==> config.mk <==
export PLATFORM = sky130hd
export DESIGN_NAME = flgr_div
export DESIGN_NICKNAME = d
export VERILOG_FILES = /design/src/hw/rtl/flgr_div.sv
export SDC_FILE = /design/constraint.sdc
export NUM_CORES = 1
export LEC_CHECK = 0
export BUFFER_PORTS_ARGS = -buffer_cell sky130_fd_sc_hd__clkbuf_2
export CAP_MARGIN = 20
export CORE_ASPECT_RATIO = 0.7
export CORE_MARGIN = 1.5
export CORE_UTILIZATION = 45
export DETAILED_ROUTE_END_ITERATION = 10
export PLACE_DENSITY_LB_ADDON = 0.1
export SLEW_MARGIN = 20
export SYNTH_ARGS = -nofsm -noshare
export SYNTH_HDL_FRONTEND = slang
export SYNTH_SLANG_ARGS = --single-unit
==> constraint.sdc <==
create_clock -name clk -period 3.3 [get_ports clk]
set_input_delay 0.66 -clock clk [delete_from_list [all_inputs] [get_ports clk]]
set_output_delay 0.66 -clock clk [all_outputs]
set_load 0.05 [all_outputs]
==> src/hw/rtl/flgr_div.sv <==
// ----------------------------------------------------------------------------
// flgr_div: restoring divider, one quotient bit per cycle
// Dividend's upper DIV_W bits must be below the divisor. done pulses once
// the last step is registered; quotient and remainder hold until next start.
// ----------------------------------------------------------------------------
module flgr_div #(
  parameter int QUO_W = 20,
  parameter int DIV_W = 20
) (
  input  logic                   clk,
  input  logic                   rst,
  input  logic                   start,
  input  logic [DIV_W+QUO_W-1:0] dividend,
  input  logic [DIV_W-1:0]       divisor,
  output logic [QUO_W-1:0]       quotient,
  output logic [DIV_W-1:0]       remainder,
  output logic                   done
);

  localparam int CNT_W = $clog2(QUO_W + 1);

  logic [DIV_W-1:0] rem;
  logic [QUO_W-1:0] sh;
  logic [CNT_W-1:0] cnt;
  logic             busy;
  logic [DIV_W:0]   cat;
  logic [DIV_W:0]   diff;
  logic             qbit;

  always_comb begin
    cat  = {rem, sh[QUO_W-1]};
    diff = cat - {1'b0, divisor};
    qbit = ~diff[DIV_W];
  end

  always_ff @(posedge clk) begin
    if (rst) begin
      busy <= 1'b0;
      done <= 1'b0;
      cnt  <= '0;
    end else begin
      done <= 1'b0;
      if (start) begin
        busy <= 1'b1;
        cnt  <= CNT_W'(QUO_W);
      end else if (busy) begin
        cnt <= cnt - CNT_W'(1);
        if (cnt == CNT_W'(1)) begin
          busy <= 1'b0;
          done <= 1'b1;
        end
      end
    end
  end

  always_ff @(posedge clk) begin
    if (start) begin
      rem <= dividend[QUO_W +: DIV_W];
      sh  <= dividend[QUO_W-1:0];
    end else if (busy) begin
      rem <= qbit ? diff[DIV_W-1:0] : cat[DIV_W-1:0];
      sh  <= {sh[QUO_W-2:0], qbit};
    end
  end

  assign quotient  = sh;
  assign remainder = rem;

endmodule

# [Yosys cells after proc, flatten, opt, wreduce, memory -nomap -nowiden]
# Index checks and enable logic that the tools add are counted.
[word_totals] reg_bits=47 latch_bits=0 ramBits=0 romBits=0 inputBits=63 output_inout_bits=41 mem_count=0
[classes] add_sub_neg=2 mul=0 div_mod_pow=0 magnitude_cmp=0 eq_ne=1 n_shift=0 n_mux=11 bitwise=2 n_reduce_logical=3
[op_table] cell="20-bit 2-to-1 mux" n=5
[op_table] cell="21-bit by 20-bit subtractor with 21-bit output" n=1
[op_table] cell="5-bit 2-to-1 mux" n=2
[op_table] cell="5-bit by 1-bit equality test with 1-bit output (second input constant)" n=1
[op_table] cell="5-bit by 1-bit subtractor with 5-bit output (second input constant)" n=1
[op_table] cell="1-bit 2-to-1 mux" n=4
[op_table] cell="3-bit OR reduction" n=1
[op_table] cell="1-bit inverter" n=2
[op_table] cell="2-bit nonzero test" n=1
[op_table] cell="2-bit OR reduction" n=1

# [Depth between registers and ports, before layout]
[logic_depth] ltp_word=4 depth_mapped=12

# [Worst setup path after synthesis]
# OpenSTA, ideal clock, no wires.
[synth_path] path_kind="register -> register" startpoint="register sh[19] (netlist: quotient[19])" endpoint="register rem[10] (netlist: remainder[10]) (data pin)" arrival_time_ps=2872 required_time_ps=3031 setup_slack_ps=160 path_stages_with_launch=13 period_less_slack_ps=3140 cell_sequence="edfxtp_1 -> inv_1 -> ha_1 -> inv_1 -> fa_1 -> a21o_1 -> a221oi_2 -> o211ai_1 -> a21oi_2 -> xnor2_1 -> buf_2 -> mux2i_1 -> o21ai_0"
[synth_between] elab_chain_len=4
[synth_rtl] element="start: declaration" line_no="23" source="logic [QUO_W-1:0] sh;"
[synth_rtl] element="start signal: assignment" line_no="59" source="sh <= dividend[QUO_W-1:0];"
[synth_rtl] element="start signal: assignment" line_no="62" source="sh <= {sh[QUO_W-2:0], qbit};"
[synth_rtl] element="21-bit by 20-bit subtractor with 21-bit output" line_no="32" source="diff = cat - {1'b0, divisor};"
[synth_rtl] element="20-bit 2-to-1 mux" line_no="61" source="rem <= qbit ? diff[DIV_W-1:0] : cat[DIV_W-1:0];"
[synth_rtl] element="20-bit 2-to-1 mux" line_no="60" source="end else if (busy) begin"
[synth_rtl] element="20-bit 2-to-1 mux" line_no="57" source="if (start) begin"
[synth_rtl] element="end signal: assignment" line_no="58" source="rem <= dividend[QUO_W +: DIV_W];"
[synth_rtl] element="end signal: assignment" line_no="61"
[synth_rtl] element="end: declaration" line_no="22" source="logic [DIV_W-1:0] rem;"
# Every way passes these cells. The select of a mux whose other input is x is not followed.
# A chain may end at the register's enable or synchronous reset.

# [Worst setup path in the final report]
[layout_path] startpoint="register sh[19] (netlist: quotient[19])" endpoint="register rem[14] (netlist: remainder[14]) (data pin)"
# The elaborated chain is that of the path after synthesis.

==> results.yml <==
status:
  outcome: "finished clean"
worst_setup_path:
  reg2reg_from: "quotient[19]"
  crit_path_start_kind: "register"
  crit_type: "register to register"
  cp_max_fo: 13
  required_ps: 3350
  cp-end-kind: "register"
  arrival_ps: 3010
  crit_start: "quotient[19]"
yosys:
  synth_enable_flop_cells: 40
  synth_compound_area_share_pct: 16.1
  synth-simple-area-share_pct: 13.4
  netlist_area_um2: 3240
  synth_cell_types: 51
  syn_avg_cell_area_um2: 9.98
  yosysWarnings: 0
  muxShareOfSynthArea_pct: 9.68
  netlist_instances: 325
  synth_seq_area_share_pct: 41.4
  synth_top_family_by_area: "compound AO/OA/AOI/OAI gates"
  syn_nets: 411
  synth_ff_type: "edfxtp_1"
  async_reset_ff_share_pct: 0
  synth_fa_ha_area_share_pct: 9.10
  yosys_register_bits: 47
  synth_xor_area_share_pct: 5.40
min_path:
  hold_class: "register to register"
  hold_path_startpoint: "cnt[1]"
timing:
  hold_viol: 0
  fin_tns_setup_ps: 0
  skew_ps: 11.7
  finalSetupViolCount: 0
  max_freq_mhz: 337
  tightest_slew_ps: 612
  fin_crit_ps: 2960
  slew_violations: 0
  timing.slew.headroom_pct: 59.2
  rsz0062_at_grt: "false"
  fin_crit_sh_pct: 89.8
  hold_slack_ps: 503
clocking:
  root_buffer: "clkbuf_8"
  clk_pin_slew_ps: 100
  htreeDepth: 2
  cts_buffers: 5
  ctsHoldBuffers: 0
  cts_tree: "yes"
  post_cts_buffers: 0
  clk_latency_ps: 310
  clock_path_buffers: 2
  postCtsResizedCells: 0
  cts_sinks: 47
placed_design:
  place_hpwl_um: 5750
  io_buffers: 103
  gp_congestion: 0.872
floorplan:
  start_util_pct: 47.3
  dieArea_um2: 7730
  rows: 25
  die_x_um: 104
  core_area_um2: 6850
  ioPinCount: 104
  die_h_um: 74.0
layout:
  n_antenna_cell: 0
  layout_commonest_cell: "clkbuf_2"
  area_growth_pct: 25.3
  fin_nets: 520
  final_cell_mix: "clkbuf_2, edfxtp_1, nand2_1"
  fillers: 623
  drive_gt1_share_pct: 33.8
pwr:
  power_density_nw_per_um2: 845
  p_leak_nw: 1.90
  peakVddDrop_mv: 0.481
routing:
  antenna_left: 0
  wl_per_cell_um: 14.3
  dr_total_vias: 2725
  drc_errors: 0
  drt_pass1_iterations: 4
  via_per_inst: 5.15
  drtIter0Drc: 104
  wl_um: 7550
global_route:
  grt_start_max_net_pins: 51
  grt_pass1_wl_um: 12300
  gr-total-overflow: 0
  grt.total_usage_pct: 20.1
  grt_pass1_vias: 2604
  antenna_found_initial: 0
flow_run:
  drv_cap: 0
==> critical path: stages, from the launching register on <==
cell	delay [ps]
edfxtp_1	390
inv_1	90
ha_1	180
inv_1	60
fa_1	390
a21o_1	190
a221oi_2	250
o211ai_1	190
a21oi_2	240
xnor2_2	140
buf_4	270
o2111a_1	260
o31ai_2	70
==> layout make-up <==
class,count,area (um2),share of cell area [%]
multi-input combinational,239,1750,43.0
sequential,47,1340,33.0
timing repair buffer,114,623,15.3
tap,94,118,2.89
inverter,27,101,2.49
clock buffer,6,72.6,1.79
clock inverter,2,60.1,1.48
==> cell usage after synthesis (2+ instances only) <==
cell	count	area, um2
a221o_1	3	30.0
buf_1	2	7.51
a21oi_1	19	95.1
buf_2	2	10.0
nor3b_1	4	30.0
nand2_1	33	124
clkbuf_1	6	22.5
o31ai_1	2	15.0
nor4b_1	3	26.3
or3_1	2	12.5
nor3_1	7	35.0
a31oi_1	4	25.0
and2_1	2	12.5
ha_1	22	275
mux2i_1	10	100
nor2_1	15	56.3
nor2b_1	6	37.5
mux2_2	19	214
xor2_1	12	105
nand4_1	2	12.5
and3_1	3	18.8
edfxtp_1	40	1200
a21o_1	7	52.6
xnor2_1	8	70.1
o21ai_0	23	115
dfxtp_1	7	140
nand3b_1	3	22.5
a22oi_1	2	15.0
nand2b_1	4	25.0
inv_1	27	101
o211ai_1	6	45.0
==> metrics by stage <==
step / instances / util (%) / area, um2 / setup WS, ps / total power [mW]
5_1_grt: 529 / 59.3 / 4070 / 147 / 3.66
3_5_place_dp: 521 / 57.4 / 3930 / 73.9 / 2.92
4_1_cts: 529 / 59.3 / 4070 / 318 / 3.45
6_report: 529 / 59.3 / 4070 / 336 / 3.43
3_3_place_gp: 521 / 57.4 / 3930 / 171 / 2.90
2_1_floorplan: 325 / - / 3240 / 160 / 2.45
==> state kept, by name, indices dropped and copies added, names as in the netlist <==
| name | cells |
|---|---|
| cnt | 5 |
| busy | 1 |
| done | 1 |
| remainder | 20 |
| quotient | 20 |
==> cells by family (layout without fill, tap and decap cells) <==
group                      count (synthesis)  count (layout)
adders and majority gates                 23              23
buffers and inverters                     39             149
AOI/OAI and AO/OA                         80              80
muxes                                     29              29
and+or+nand+nor                           87              87
xor gates and xnor gates                  20              20
DFF                                       47              47
==> power breakdown <==
part / switching (mW) / internal (mW) / total (mW) / leakage (nW)
clock network: 0.211 / 0.303 / 0.514 / 0.0654
registers: 0.105 / 0.829 / 0.933 / 0.463
logic: 1.25 / 0.735 / 1.99 / 1.37
==> worst paths after layout <==
check,end,cells past startpoint,slack [ps]
setup / recovery,remainder[14],12,340
setup reg to reg,remainder[14],12,340
hold reg to reg,cnt[1],2,500
hold / removal,cnt[1],2,500
==> metal layers <==
| layer | track usage (%) | part of all wire (%) |
|---|---|---|
| met1 | 28.5 | 49 |
| met2 | 32.1 | 45 |
| met3 | 3.59 | 5.2 |
| met4 | 5.71 | 0.83 |
| met5 | 0 | 0 |
Power figures use the tool's default switching activity.
